$ cat config.mk
export PLATFORM = sky130hd
export DESIGN_NAME = mtu_lane
export DESIGN_NICKNAME = d
export VERILOG_FILES = /design/src/mtu_pkg.sv /design/src/mtu_lane.sv
export SDC_FILE = /design/constraint.sdc
export NUM_CORES = 2
export LEC_CHECK = 0
export CORE_MARGIN = 2
export CORE_UTILIZATION = 65
export DETAILED_ROUTE_END_ITERATION = 10
export DONT_BUFFER_PORTS = 1
export PLACE_DENSITY = 0.81
export SLEW_MARGIN = 10
export SYNTH_ARGS = -nofsm -noshare
export SYNTH_HDL_FRONTEND = slang
export SYNTH_SLANG_ARGS = --single-unit
$ cat constraint.sdc
create_clock -name clock -period 9.2 [get_ports clock]
set_input_delay 0.92 -clock clock [delete_from_list [all_inputs] [get_ports clock]]
set_output_delay 0.92 -clock clock [all_outputs]
set_load 0.01 [all_outputs]
$ cat src/mtu_pkg.sv
`timescale 1ns / 1ps
// mtu_pkg: shared constants, mode codes and helper functions for the matrix transform unit
// depends on nothing; imported by every module of the block
package mtu_pkg;

   localparam int DATA_WIDTH_DEF = 32;
   localparam int FRAC_BITS_DEF  = 16;

   // fixed widths of the beat fields
   localparam int MODE_W  = 3;
   localparam int ROW_W   = 2;
   localparam int VALUE_W = 32;
   localparam int OUT_W   = 32;

   localparam int DIM     = 4;
   localparam int CELLS   = DIM * DIM;
   localparam int SHADOWS = (DIM - 1) * DIM;
   localparam int CELL_W  = 4;

   // mode codes
   localparam logic [MODE_W-1:0] MODE_LOAD      = 3'd0;
   localparam logic [MODE_W-1:0] MODE_MULTIPLY  = 3'd1;
   localparam logic [MODE_W-1:0] MODE_TRANSLATE = 3'd2;
   localparam logic [MODE_W-1:0] MODE_TRANSFORM = 3'd3;
   localparam logic [MODE_W-1:0] MODE_IDENTITY  = 3'd4;

   localparam logic [ROW_W-1:0] LAST_ROW = 2'd3;

   // work carried by the product stage
   typedef enum logic [1:0] {
      OP_XFORM,
      OP_SHADOW,
      OP_COMMIT,
      OP_TRANSLATE
   } op_type;

   typedef struct packed {
      logic   valid;
      op_type op;
      logic [ROW_W-1:0] row;
   } stage_ctl_type;

   // product width: full signed product, or a matrix entry shifted up by the fraction
   function automatic int prod_width(input int dw, input int fb);
      int r;
      r = 2 * dw;
      if (dw + fb > r) begin
         r = dw + fb;
      end
      return r;
   endfunction

endpackage

$ cat src/mtu_lane.sv
`timescale 1ns / 1ps
// mtu_lane: one multiplier lane, forms a registered product of a vector element and a matrix entry
// depends on mtu_pkg
module mtu_lane import mtu_pkg::*; #(
   parameter int DATA_WIDTH = DATA_WIDTH_DEF,
   parameter int FRAC_BITS  = FRAC_BITS_DEF
) (
   input  logic                                            clock,
   input  logic                                            load,
   input  logic                                            shift_sel,
   input  logic signed [DATA_WIDTH-1:0]                    opnd_a,
   input  logic signed [DATA_WIDTH-1:0]                    opnd_b,
   output logic signed [prod_width(DATA_WIDTH, FRAC_BITS)-1:0] product
);

   localparam int PROD_W = prod_width(DATA_WIDTH, FRAC_BITS);

   logic signed [2*DATA_WIDTH-1:0] mul_w;
   logic signed [PROD_W-1:0]       shl_w;
   logic signed [PROD_W-1:0]       product_in;
   logic signed [PROD_W-1:0]       product_ff;

   assign mul_w = opnd_a * opnd_b;
   // translate folds the old row 3 in at unit weight
   assign shl_w = PROD_W'(opnd_b) <<< FRAC_BITS;
   assign product_in = shift_sel ? shl_w : PROD_W'(mul_w);

   always_ff @(posedge clock) begin
      if (load) begin
         product_ff <= product_in;
      end
   end

   assign product = product_ff;

endmodule

After elaboration in Yosys (flattened, before gate mapping)
Index checks and enable logic that the tools add are counted.

storage, ports and cells
  bits of input ports = 67
  word-level logic and storage cells = 4
  register bits after elaboration = 64
  output and inout bits = 64

operators by class
  $mul = 1
  mux-type cells = 1

operators with widths
  operator                                        number
  32-bit by 32-bit multiplier with 64-bit output  1
  64-bit two-way mux                              1

Longest topological paths before layout
  depth in word-level cells = 2
  depth in mapped cells = 28
  mapped depth without buffers = 26

Worst setup path after synthesis
OpenSTA, ideal clock, no wires.

  kind = in2reg
  start = in opnd_a[31]
  end = reg product_ff[58] (netlist: product[58]), data pin
  data arrival time = 8.323 ns
  path buffers = 2
  slack = 0.701 ns
  cell stages on the path = 28
  required time = 9.024 ns
  setup time = 0.176 ns
  path through = clkbuf_1 nand2_1 inv_1 fa_1 inv_1 fa_1 inv_1 fa_1 fa_1 inv_1 fa_1 inv_1 fa_1 inv_1 fa_1 inv_1 fa_1 ha_1 clkbuf_1 nand2_1 o21ai_0 nor4_1 o41ai_1 a21oi_1 nor3b_1 nor2_1 o311a_1 o311ai_2

between the ends
  word-level cells in the longest chain between the ends = 2

ends and longest elaborated chain
  item                                            line            text
  from (decl)                                     mtu_lane.sv:11  input logic signed [DATA_WIDTH-1:0] opnd_a,
  32-bit by 32-bit multiplier with 64-bit output  mtu_lane.sv:23  assign mul_w = opnd_a * opnd_b;
  64-bit two-way mux                              mtu_lane.sv:26  assign product_in = shift_sel ? shl_w : PROD_W'(mul_w);
  via product_in[58]                              mtu_lane.sv:20  logic signed [PROD_W-1:0] product_in;
  to (signal assigned)                            mtu_lane.sv:30  product_ff <= product_in;
  to (decl)                                       mtu_lane.sv:21  logic signed [PROD_W-1:0] product_ff;

The timed path passes the listed nets, and every way through them passes these cells.
A chain may end at the register's enable or synchronous reset.

Worst setup path in the final report
  start = in opnd_b[5]
  end = reg product_ff[58] (netlist: product[58]), data pin

between the ends
  word-level cells in the longest chain between the ends = 2

ends and longest elaborated chain
  item                                            line            text
  from (decl)                                     mtu_lane.sv:12  input logic signed [DATA_WIDTH-1:0] opnd_b,
  32-bit by 32-bit multiplier with 64-bit output  mtu_lane.sv:23
  64-bit two-way mux                              mtu_lane.sv:26
  via product_in[58]                              mtu_lane.sv:20

The timed path passes the listed nets, and every way through them passes these cells.

==> impl_metrics.tcl <==
set metrics [dict create \
    hold_viol 0 \
    max_freq_ghz 0.120 \
    drive_above_1_share_pct 1.11 \
    min_period_over_period_pct 90.4 \
    cts_hold_buf 0 \
    nets 5190 \
    syn_inst 4064 \
    gp_congestion 0.940 \
    dp_hpwl_microns 78100 \
    antenna_found_initial 3 \
    synth-xor-area-share_pct 1.47 \
    cts.sinks 64 \
    syn2layout_area_growth_pct 1.28 \
    cts_buffers 9 \
    muxShareOfSynthArea_pct 0.0291 \
    setup_tns_ns 0 \
    drv_slew 0 \
    placed_area_sq_um 38900 \
    routed_wl_microns 96000 \
    groute.usage.overall_pct 33.4 \
    post_cts_buffers 0 \
    grt_pass1_vias 30200 \
    port_buffers 0 \
    path_clk_slew_ns 0.05 \
    critPathLaunchType "primary input" \
    slew_headroom_pct 58.3 \
    cts_max_level 3 \
    crit_arrival_ns 8.45 \
    drt_iter0_markers 1726 \
    cts.repair.resized 0 \
    yosysWarnings 0 \
    finalSetupViolCount 0 \
    drt-pass1-iter-count 7 \
    overflow 0 \
    path_class "in2reg" \
    startpoint "opnd_b[5]" \
    synth.distinct_cells 70 \
    synth_ff_type "edfxtp_1" \
    synth_compound_area_share_pct 4.29 \
    yosys_register_bits 64 \
    async_flop_share_pct 0 \
    cp.required_ns 9.34 \
    grt_pass1_wl_microns 158000 \
    hold_path.class "in2reg" \
    syn_avg_cell_area_sq_um 9.53 \
    synth-adder-area-share_pct 61.9 \
    synth_area_sq_um 38700 \
    ios 131 \
    min_period_ns 8.32 \
    synth_nets 5397 \
    drv_cap 0 \
    rows 89 \
    clockBufferDepth 2 \
    die_h_microns 248 \
    cts_tree "done" \
    crit_fanout 33 \
    critPathCaptureType "flip-flop" \
    synth-simple-area-share_pct 15.9 \
    die_w_microns 248 \
    core-area_sq_um 58900 \
    rsz0062_at_grt "false" \
    fin_area_sq_um 39200 \
    largest_reg_flops 64 \
    worst_slew_pin_slew_ns 0.618 \
    clockRootBuffer "clkbuf_16" \
    ant_nets 0 \
    synth_top_family_by_area "adder cells" \
    postLayoutCoreUtil_pct 66.6 \
    drc 0 \
    vias_per_cell 5.82 \
    die-area_sq_um 61500 \
    grt_max_degree 96 \
    status "complete, no violations" \
    start_util_pct 65.7 \
    synth_enable_flop_cells 64 \
    num_vias 27000 \
    wl_per_cell_microns 20.7 \
    yosysSeqAreaShare_pct 4.96 \
    crit_end "product[58]$_DFFE_PP_" \
]
==> worst max-delay path, stage by stage <==
cell and delay [ns]:
nand2_1 0.14, inv_1 0.09, fa_1 0.49, inv_1 0.25, fa_1 0.46, inv_1 0.21
fa_1 0.50, fa_1 0.40, buf_4 0.20, inv_1 0.43, fa_1 0.52, inv_1 0.10
fa_1 0.41, fa_1 0.52, fa_1 0.42, ha_1 0.45, nand2_1 0.11, o21ai_0 0.24
nor4_1 0.08, o41ai_1 0.62, a21oi_1 0.15, nor3b_1 0.27, nor2_1 0.07, o311a_1 0.30
o311ai_2 0.08
==> metal layers <==
metal  track usage, %  vias up  wire (microns)
li1                 -    11300               -
met1             42.0    14200           35100
met2             58.3     1175           49400
met3             4.87      296            7000
met4             13.6        2            4460
met5                0        -              10
==> cell usage in the layout, fill, tap and decap left out, types with 13 or more instances in the layout <==
| cell | Yosys | layout |
|---|---|---|
| fa_1 | 1082 | 1082 |
| inv_1 | 955 | 955 |
| nand2_1 | 559 | 559 |
| and2_1 | 514 | 514 |
| ha_1 | 184 | 184 |
| a21oi_1 | 72 | 72 |
| edfxtp_1 | 64 | 64 |
| o21ai_0 | 61 | 61 |
| nor2_1 | 60 | 60 |
| xnor2_1 | 44 | 44 |
| a21o_1 | 22 | 22 |
| xor2_1 | 21 | 21 |
| nor2b_1 | 15 | 15 |
| nand3_1 | 14 | 14 |
| o21bai_1 | 13 | 13 |
| o21ai_1 | 13 | 13 |
==> Yosys cell counts, drive strengths merged, types with 5 or more instances <==
cell	number	share of area [%]
a21o	22	0.43
clkbuf	214	2.1
and2	514	8.3
nand3	14	0.18
nand2b	10	0.16
a31oi	8	0.15
a211oi	6	0.12
fa	1082	56
nor4	5	0.081
o211ai	10	0.21
nand4	10	0.16
buf	10	0.13
ha	184	5.9
xor2	21	0.48
nand2	560	5.4
o31ai	6	0.13
inv	955	9.3
o21a	11	0.22
o21bai	13	0.25
a21oi	75	1.0
nor2	60	0.58
nor2b	15	0.24
edfxtp	64	5.0
nor3	11	0.14
and3	11	0.19
o21ai	74	0.96
xnor2	44	1.0
==> stage by stage <==
step | setup slack, ns | std cells | hold WS (ns)
2_1_floorplan | 0.701 | 4064 | 1.03
3_3_place_gp | 0.672 | 4619 | 1.04
3_5_place_dp | 0.573 | 4619 | 1.04
4_1_cts | 0.926 | 4635 | 0.693
5_1_grt | 0.381 | 4636 | 0.691
6_report | 0.882 | 4636 | 0.705
==> worst min path at each step <==
stage	from	end	slack (ns)	cells past startpoint
after floorplan	load	product[0]$_SDFFCE_PP0P_	1.03	0
after global placement	load	product[56]$_DFFE_PP_	1.04	0
after detailed placement	load	product[56]$_DFFE_PP_	1.04	0
after CTS	load	product[56]$_DFFE_PP_	0.69	0
after global routing	load	product[56]$_DFFE_PP_	0.69	0
final	load	product[56]$_DFFE_PP_	0.70	0
==> kinds of logic (layout without fill, tap and decap cells) <==
logic type / after synthesis / count (layout)
other: 0 / 1
xor gates and xnor gates: 65 / 65
AOI/OAI and AO/OA: 259 / 259
DFF: 64 / 64
muxes: 1 / 1
and+or+nand+nor: 1230 / 1230
adders and majority gates: 1266 / 1266
buffers and inverters: 1179 / 977
==> layout make-up <==
type | count | area (sq um)
antenna | 1 | 2.50
clock buffer | 9 | 225
clock inverter | 7 | 110
fill | 4511 | 19700
inverter | 955 | 3580
multi-input combinational | 2821 | 32400
sequential | 64 | 1920
tap | 773 | 967
timing repair buffer | 6 | 45.0
Power is left out: the tool's default activity adds up to more than one toggle a clock period on the data nets, which glitch-free logic cannot reach.
