<file path="config.mk">
export PLATFORM = sky130hd
export DESIGN_NAME = mtu_merge
export DESIGN_NICKNAME = d
export VERILOG_FILES = /design/src/mtu_pkg.sv /design/src/mtu_merge.sv
export SDC_FILE = /design/constraint.sdc
export NUM_CORES = 1
export LEC_CHECK = 0
export ABC_AREA = 1
export BUFFER_PORTS_ARGS = -buffer_cell sky130_fd_sc_hd__buf_2
export CORE_MARGIN = 5
export CORE_UTILIZATION = 35
export DETAILED_ROUTE_END_ITERATION = 16
export GPL_ROUTABILITY_DRIVEN = 0
export GPL_TIMING_DRIVEN = 1
export PLACE_DENSITY = 0.54
export SYNTH_ARGS = -nofsm -noshare
export SYNTH_HDL_FRONTEND = slang
export SYNTH_SLANG_ARGS = --single-unit
</file>
<file path="constraint.sdc">
create_clock -name vclk -period 6.52
set_input_delay 0 -clock vclk [all_inputs]
set_output_delay 0 -clock vclk [all_outputs]
set_load 0.005 [all_outputs]
</file>
<file path="src/mtu_pkg.sv">
`timescale 1ns / 1ps
// mtu_pkg: shared constants, mode codes and helper functions for the matrix transform unit
// depends on nothing; imported by every module of the block
package mtu_pkg;

   localparam int DATA_WIDTH_DEF = 32;
   localparam int FRAC_BITS_DEF  = 16;

   // fixed widths of the beat fields
   localparam int MODE_W  = 3;
   localparam int ROW_W   = 2;
   localparam int VALUE_W = 32;
   localparam int OUT_W   = 32;

   localparam int DIM     = 4;
   localparam int CELLS   = DIM * DIM;
   localparam int SHADOWS = (DIM - 1) * DIM;
   localparam int CELL_W  = 4;

   // mode codes
   localparam logic [MODE_W-1:0] MODE_LOAD      = 3'd0;
   localparam logic [MODE_W-1:0] MODE_MULTIPLY  = 3'd1;
   localparam logic [MODE_W-1:0] MODE_TRANSLATE = 3'd2;
   localparam logic [MODE_W-1:0] MODE_TRANSFORM = 3'd3;
   localparam logic [MODE_W-1:0] MODE_IDENTITY  = 3'd4;

   localparam logic [ROW_W-1:0] LAST_ROW = 2'd3;

   // work carried by the product stage
   typedef enum logic [1:0] {
      OP_XFORM,
      OP_SHADOW,
      OP_COMMIT,
      OP_TRANSLATE
   } op_type;

   typedef struct packed {
      logic   valid;
      op_type op;
      logic [ROW_W-1:0] row;
   } stage_ctl_type;

   // product width: full signed product, or a matrix entry shifted up by the fraction
   function automatic int prod_width(input int dw, input int fb);
      int r;
      r = 2 * dw;
      if (dw + fb > r) begin
         r = dw + fb;
      end
      return r;
   endfunction

endpackage

</file>
<file path="src/mtu_merge.sv">
`timescale 1ns / 1ps
// mtu_merge: adds four lane products of one column, shifts out the fraction and saturates
// depends on mtu_pkg
module mtu_merge import mtu_pkg::*; #(
   parameter int DATA_WIDTH = DATA_WIDTH_DEF,
   parameter int FRAC_BITS  = FRAC_BITS_DEF
) (
   input  logic signed [prod_width(DATA_WIDTH, FRAC_BITS)-1:0] prod_0,
   input  logic signed [prod_width(DATA_WIDTH, FRAC_BITS)-1:0] prod_1,
   input  logic signed [prod_width(DATA_WIDTH, FRAC_BITS)-1:0] prod_2,
   input  logic signed [prod_width(DATA_WIDTH, FRAC_BITS)-1:0] prod_3,
   output logic signed [DATA_WIDTH-1:0]                        result
);

   localparam int PROD_W = prod_width(DATA_WIDTH, FRAC_BITS);
   localparam int SUM_W  = PROD_W + 2;
   localparam logic signed [DATA_WIDTH-1:0] DMAX = {1'b0, {(DATA_WIDTH-1){1'b1}}};
   localparam logic signed [DATA_WIDTH-1:0] DMIN = {1'b1, {(DATA_WIDTH-1){1'b0}}};

   logic signed [SUM_W-1:0] sum_w;
   logic signed [SUM_W-1:0] shifted_w;

   assign sum_w = SUM_W'(prod_0) + SUM_W'(prod_1) + SUM_W'(prod_2) + SUM_W'(prod_3);
   assign shifted_w = sum_w >>> FRAC_BITS;

   always_comb begin
      if (shifted_w > SUM_W'(DMAX)) begin
         result = DMAX;
      end else if (shifted_w < SUM_W'(DMIN)) begin
         result = DMIN;
      end else begin
         result = DATA_WIDTH'(shifted_w);
      end
   end

endmodule

</file>
* Word level (Yosys, flattened, before mapping)
Cells that the tools add are included.
Word-level totals: bits in registers 0, input port bits 256, output and inout port bits 32, logic and storage cells 7
Operators by class: add/subtract/negate cells 3, magnitude comparators 2, multiplexer cells 2
Operators by type and width (count):
- 65-bit by 64-bit adder with 66-bit output | 1
- 66-bit by 64-bit adder with 66-bit output | 1
- 64-bit by 64-bit adder with 65-bit output | 1
- 32-bit 2-to-1 mux | 2
- 50-bit by 32-bit greater-than comparator with 1-bit output, second input constant | 1
- 50-bit by 32-bit less-than comparator with 1-bit output, second input constant | 1

* Longest topological paths before layout
Gate-level depths: netlist of the first run.
depth after elaboration 6, depth in mapped cells 27, depth with buffers taken out 26

* Worst setup path after synthesis of the first run
OpenSTA, ideal clock, no wires.
path type input-to-output, start input prod_0[27], end output result[17], arrival 2.994 ns, required time 6.520 ns, slack 3.526 ns, stages 20, path buffers 1, path through inv_1 > fa_1 > fa_1 > inv_1 > ha_1 > nand2_2 > inv_1 > a21oi_1 > nor2_1 > nor2_1 > nand2_1 > a21oi_1 > nand2_1 > a21o_1 > xor2_2 > inv_2 > nand2_2 > buf_6 > nand2_1 > nand2_1
On the way: word-level cells in the longest chain between the ends 6, elaborated cells between the ends (all ways) 7, classes of those cells add/sub: 3; order compare: 2; mux: 2
RTL lines:
- start: declaration | RTL line mtu_merge.sv:8 | input logic signed [prod_width(DATA_WIDTH, FRAC_BITS)-1:0] prod_0,
- 64-bit by 64-bit adder with 65-bit output * | RTL line mtu_merge.sv:23 | assign sum_w = SUM_W'(prod_0) + SUM_W'(prod_1) + SUM_W'(prod_2) + SUM_W'(prod_3);
- 65-bit by 64-bit adder with 66-bit output * | RTL line mtu_merge.sv:23
- 66-bit by 64-bit adder with 66-bit output * | RTL line mtu_merge.sv:23
- 50-bit by 32-bit less-than comparator with 1-bit output | RTL line mtu_merge.sv:29 | end else if (shifted_w < SUM_W'(DMIN)) begin
- 32-bit 2-to-1 mux | RTL line mtu_merge.sv:29
- 32-bit 2-to-1 mux * | RTL line mtu_merge.sv:27 | if (shifted_w > SUM_W'(DMAX)) begin
- end: declaration | RTL line mtu_merge.sv:12 | output logic signed [DATA_WIDTH-1:0] result
Mark *: on every way between the ends. The rest lies on a longest branch, timed or not.

* Final worst setup path of the first run
start input prod_0[17], end output result[1]
Same word-level chain as after synthesis.

==> impl_results.md, run 1 <==
* RSZ-0062 raised after global routing: no
* Most common cell in the netlist: nand2_1
* Nets@finish at 2418
* Post-route ant nets at 0
* Setup crit end kind: output port
* GRT Max-Usage Layer: met2
* Iter 0 DRT Violations at 537
* Layout cells sized above 1 at 0.1803
* Rel. slew slack at 0.5181
* Worst path max stage delay at 0.53 ns
* Fin crit share at 0.6296
* Total wire length at 29.85 mm
* Synth top area share at 0.2649
* Number of global-route vias before repair at 10542
* Count of different cell masters after synthesis at 33
* Cell taking the most area after synthesis: fa_1
* Input/output buffers at approximately 290
* Final TNS setup at 0 ns
* Synth cell count leaders: 554 x nand2_1, 535 x inv_1, 128 x fa_1
* Die Ht at 176.2 µm
* DIE WIDTH at 176.2 µm
* Final setup vio count at 0
* Leakage at ~7.4 nW
* Synth warnings at 0
* WP data arrival at 4.11 ns
* Post-synthesis sequential area ratio at 0
* Global route total overflow at 0
* Worst VDD drop at 152.4 µV
* M2 GR Usage at 0.3472
* Initial antenna violation count at 0
* Status: finished, final reports clean
* # clk buffers at 0
* Final Util at 0.4248
* Detail Placement HPWL at ~28 mm
* Post_cts resized at 0
* Met1 usage at 0.2479
* Die ar. at 0.03106 mm²
* Sequential cell area at 0 µm²
* Mean Syn Cell Area at 5.734 µm²
* Pwr dens at roughly 280 mW/mm²
* P&R area growth vs syn at 19.01%
* Wirelength per Cell at around 13 µm
* DRT Pass-1 Iters at 5
* HP Class: input port to output port
* Row cnt at 60
* Via count at 10196
* WP data required at 6.52 ns
* Mapped Nets at 2134
* Area contributors post-synth: fa_1 26%, nand2_1 21%, inv_1 21%
* Core region area at 0.02710 mm²
* CP max FO at 31
* Min-delay src: prod_3[16]
* Startpoint Class: input port
* I/O pin cnt at between 200 and 300
* FF+latch count at 0
* Met3 usage in global routing at 0.01435
* Count of pins over their slew limit at 0
* Max-Cap Viols at 0
* Worst slew pin tran at 0.7203 ns
* Post-CTS Setup Inserts at 0
* Pin count of the biggest net entering global routing at 32
* Crit Path Class: input port to output port
* Most used cell along the critical path: nand2_1
* Syn Std Cell Area at 0.009673 mm²
* Total global-route track usage at 0.1894
* Synthesized instance count at roughly 1700
* Vias/cell at 4.355
* Min-Delay Path Depth at 7
* DRC at 0
* Post-layout min period at between 4 and 5 ns
* CTS hold repair buffers at 0
* Max Freq at ~0.24 GHz
* Slowest cell on the critical path: fa_1
* Hold Fails Final Rpt at 0
* First-pass GRT wire length at 48.91 mm
* Initial Util at 0.3569
* # diodes at 0
* Setup crit start: prod_0[17]
[final cells by class]
class	instances	area (µm²)
Tap cell	372	465.4
Fill cell	3067	15590
Inverter	552	2072
Multi-Input combinational cell	1129	7533
Timing Repair Buffer	288	1441
[where the power goes]
group	leakage, nW	switching, mW	internal [mW]	total [mW]
clock	0	0	0	0
combinational	7.37	2.09	1.12	3.21
sequential	0	0	0	0
total	7.37	2.09	1.12	3.21
[worst paths after layout]
path,to,slack [ns]
worst min-delay path,result[1],0.80
worst max-delay path,result[1],2.41
[cells by family (layout without fill, tap and decap cells)]
logic type,after synthesis,in the layout,share of synthesized area
AO/OA/AOI/OAI,111,111,0.06338
XOR/XNOR,33,33,0.03066
adder cells (fa/ha/maj),191,191,0.3464
buffers and inverters,558,840,0.2212
AND/OR/NAND/NOR,794,794,0.3384
[worst max-delay path: cells and delay by family]
kind,cells,cell delay [ns]
fa+ha+maj,3,1.38
buf+inv,6,0.47
simple gates,16,2.24
[routing by layer]
metal / routed length [µm] / vias to the layer above
li1: - / 5370
met1: 12870 / 4505
met2: 14500 / 290
met5: 0 / -
met4: 568 / 0
met3: 1911 / 31
[through the flow]
| step | instances | cell area (µm²) | total power [mW] | setup WS, ns | hold WS, ns |
|---|---|---|---|---|---|
| finish | 2341 | 11510 | 3.210 | 2.415 | 0.7953 |
| global route | 2341 | 11510 | 3.648 | 1.999 | 0.8335 |
| CTS | 2341 | 11510 | 3.226 | 2.363 | 0.7892 |
| detailed placement | 2341 | 11510 | 3.206 | 2.391 | 0.7865 |
| global placement | 2341 | 11510 | 3.191 | 2.412 | 0.7655 |
| floorplan | 1687 | 9673 | 2.226 | 3.526 | 0.4759 |
[layout by cell type (no fill, tap or decap), types with 2 or more instances in the layout]
master and n:
nor3_1 6, xor2_1 19, nand3_1 53, and3_1 4, nand2_2 12, o21ai_0 16, inv_2 16, inv_1 535
nand4_1 8, buf_2 288, xnor2_1 13, nand3_2 2, o21bai_1 12, ha_1 63, a31oi_1 9, nand2_1 554
a21oi_1 67, fa_1 128, nor2_2 24, a21o_1 3, nor2_1 117, nor3_2 9
Note: power is estimated with default switching activity, not from simulation.
==> run 2: changes to the inputs <==
Settings changed: ABC_AREA 1 to 0, PLACE_DENSITY 0.54 to 0.58.
Clock period 6.52 ns to 3.5 ns, I/O delays scaled along.
==> impl_results.md, run 2 <==
* Commonest cells after routing, fill and taps aside: 310 x inv_1, 282 x buf_2, 257 x buf_4
* Met1 usage at 0.2592 (+0.01133)
* DRC at 0 (unchanged)
* Most common cell after layout, fill and taps aside: inv_1
* Status: finished, violations left
* M2 GR Usage at 0.3494 (+0.002263)
* Hold slack at 0.8098 ns (+0.01453 ns)
* FF+latch count at 0 (unchanged)
* Vias/cell at 4.699 (+7.9%)
* Area of the multi-input gates at 0.007458 mm² (-1.0%)
* Failing checks: negative setup slack
* Max-Cap Viols at 0 (unchanged)
* Met3 usage in global routing at 0.01110 (-0.003244)
* Iter 0 DRT Violations at 412 (-23%)
* Final setup vio count at 32 (+32)
* Count of pins over their slew limit at 0 (unchanged)
* Synthesized instance count at 1095 (-35%)
* Final TNS setup at -25.54 ns (-25.54 ns)
* Setup crit start: prod_2[8]
* Max Freq at 0.2306 GHz
* Mapped Nets at 1542 (-28%)
* Cell taking the most area after synthesis: fa_1
* DP Worst Slack at -1.018 ns (-3.409 ns)
* Leakage at 6.703 nW (-9.0%)
* Hold Fails Final Rpt at 0 (unchanged)
* Synth cell count leaders: 319 x inv_1, 128 x fa_1, 84 x a21oi_1
* Initial Util at 0.3526 (-0.004354)
* DIE WIDTH at 163.1 µm (-7.5%)
* Row cnt at 56 (-6.7%)
* Fin crit share at 1.239
* Number of global-route vias before repair at 9264 (-12%)
* Synth warnings at 0 (unchanged)
* Worst Setup Slack, final at -0.8365 ns (-3.251 ns)
* Syn Std Cell Area at 0.008202 mm² (-15%)
* Post-route ant nets at 0 (unchanged)
* P&R area growth vs syn at 53.52%
* Min-delay src: prod_3[63]
* Die Ht at 163.1 µm (-7.5%)
* Pwr dens at 624.6 mW/mm² (+120%)
* Worst slew pin tran at 0.6593 ns (-0.06096 ns)
* Detail Placement HPWL at 23.72 mm (-15%)
* Mean Syn Cell Area at 7.490 µm² (+31%)
* Worst VDD drop at 363.4 µV (+140%)
* Min-Delay Path Depth at 7 (unchanged)
* Initial antenna violation count at 0 (unchanged)
* Total global-route track usage at 0.1910 (+0.001654)
* Count of different cell masters after synthesis at 72 (+120%)
* Die ar. at 0.02660 mm² (-14%)
* Total wire length at 26.96 mm (-9.7%)
* WP data required at 3.50 ns (-3.02 ns)
* Area contributors post-synth: fa_1 31%, inv_1 15%, ha_1 9.6%
* # diodes at 0 (unchanged)
* Post-synthesis sequential area ratio at 0 (unchanged)
* Input/output buffers at 288 (unchanged)
* Layout cells sized above 1 at 0.4358 (+0.2555)
* Via count at 9079 (-11%)
* Tot Pwr at 7.864 mW (+140%)
* Post-layout min period at 4.336 ns
* Pin count of the biggest net entering global routing at 23 (-28%)
* Sequential cell area at 0 µm² (unchanged)
* First-pass GRT wire length at 42.88 mm (-12%)
* Crit Path Class: input port to output port
* Startpoint Class: input port
* GRT Max-Usage Layer: met2
* HP Class: input port to output port
* DRT Pass-1 Iters at 5 (unchanged)
* CP max FO at 6 (-81%)
* # clk buffers at 0 (unchanged)
* Core region area at 0.02326 mm² (-14%)
* Fillers at 2322 (-24%)
* Wirelength per Cell at 13.95 µm (+9.4%)
* Setup crit end kind: output port
* I/O pin cnt at 288 (unchanged)
* Synth top area share at 0.3124 (+0.04753)
* Most common cell in the netlist: inv_1
* RSZ-0062 raised after global routing: yes
* Rel. slew slack at 0.5567 (+0.03858)
* Nets@finish at 2062 (-15%)
* WP data arrival at 4.34 ns (+0.23 ns)
* Global route total overflow at 0 (unchanged)
[run 2: changes by cell type after synthesis, moves of 22 or more]
cell | before | now
nand3_1 | 53 | 12
o21ai_0 | 16 | 45
nand4_1 | 8 | 31
nor2_2 | 24 | 2
nand2_1 | 554 | 76
inv_1 | 535 | 319
nor2_1 | 117 | 44
o21ai_2 | 0 | 31
[run 2: kinds of logic (layout without fill, tap and decap cells)]
family | count (synthesis) | after routing | share of synthesized area
AOI/OAI and AO/OA | 274 | 274 | 0.2246
adders and majority gates | 191 | 191 | 0.4085
and+or+nand+nor | 232 | 232 | 0.1466
xor gates and xnor gates | 45 | 45 | 0.04806
buffers and inverters | 353 | 871 | 0.1722
[run 2: path summary, 6_finish.rpt]
kind | slack [ns] | endpoint
worst max-delay path | -0.84 | result[3]
worst min-delay path | 0.81 | result[31]
[run 2: timing repair]
| item | in CTS | in global routing |
|---|---|---|
| endpoints found under the setup margin | 32 | 32 |
| pin swaps | 5 | 43 |
| hold buffers | 0 | 0 |
| gates resized for setup | 34 | 95 |
| cloned | 2 | 0 |
| setup buffers | 8 | 9 |
[run 2: report_power, final]
part / internal (mW) / total [mW] / switching, mW
registers: 0 / 0 / 0
logic: 3.82 / 7.86 / 4.04
clock network: 0 / 0 / 0
total: 3.82 / 7.86 / 4.04
[run 2: area by class of cell]
class                      count  share of cell area
tap                          319             0.03170
timing repair buffer         552              0.2796
inverter                     319             0.09629
multi-input combinational    742              0.5924
[run 2: critical path, stage by stage]
cell and delay (ns):
buf_6 0.09, inv_8 0.03, fa_1 0.54, inv_2 0.04, fa_1 0.49, ha_4 0.32
nand4_1 0.20, a211oi_4 0.35, nor4_2 0.11, buf_4 0.14, buf_4 0.13, nor3_4 0.21
nor3_4 0.07, buf_4 0.14, nand2_1 0.06, a32oi_2 0.13, nor4_2 0.27, nand4_1 0.18
o31ai_4 0.30, buf_6 0.15, buf_6 0.10, buf_6 0.11, o21ai_2 0.04, buf_2 0.13
[run 2: per-layer routing]
| layer | wire, µm | part of all wire | vias to the layer above |
|---|---|---|---|
| li1 | - | - | 4571 |
| met1 | 11840 | 0.44 | 4243 |
| met2 | 13680 | 0.51 | 245 |
| met3 | 1201 | 0.045 | 20 |
| met4 | 242 | 0.0090 | 0 |
| met5 | 0 | 0 | - |
[run 2: through the flow]
step                      cell area (µm²)  utilization  instances
after floorplan                      8293            -       1095
after global placement              11770       0.5059       1914
after detailed placement            11770       0.5059       1914
after CTS                           12030       0.5171       1923
after global routing                12590       0.5413       1932
final                               12590       0.5413       1932
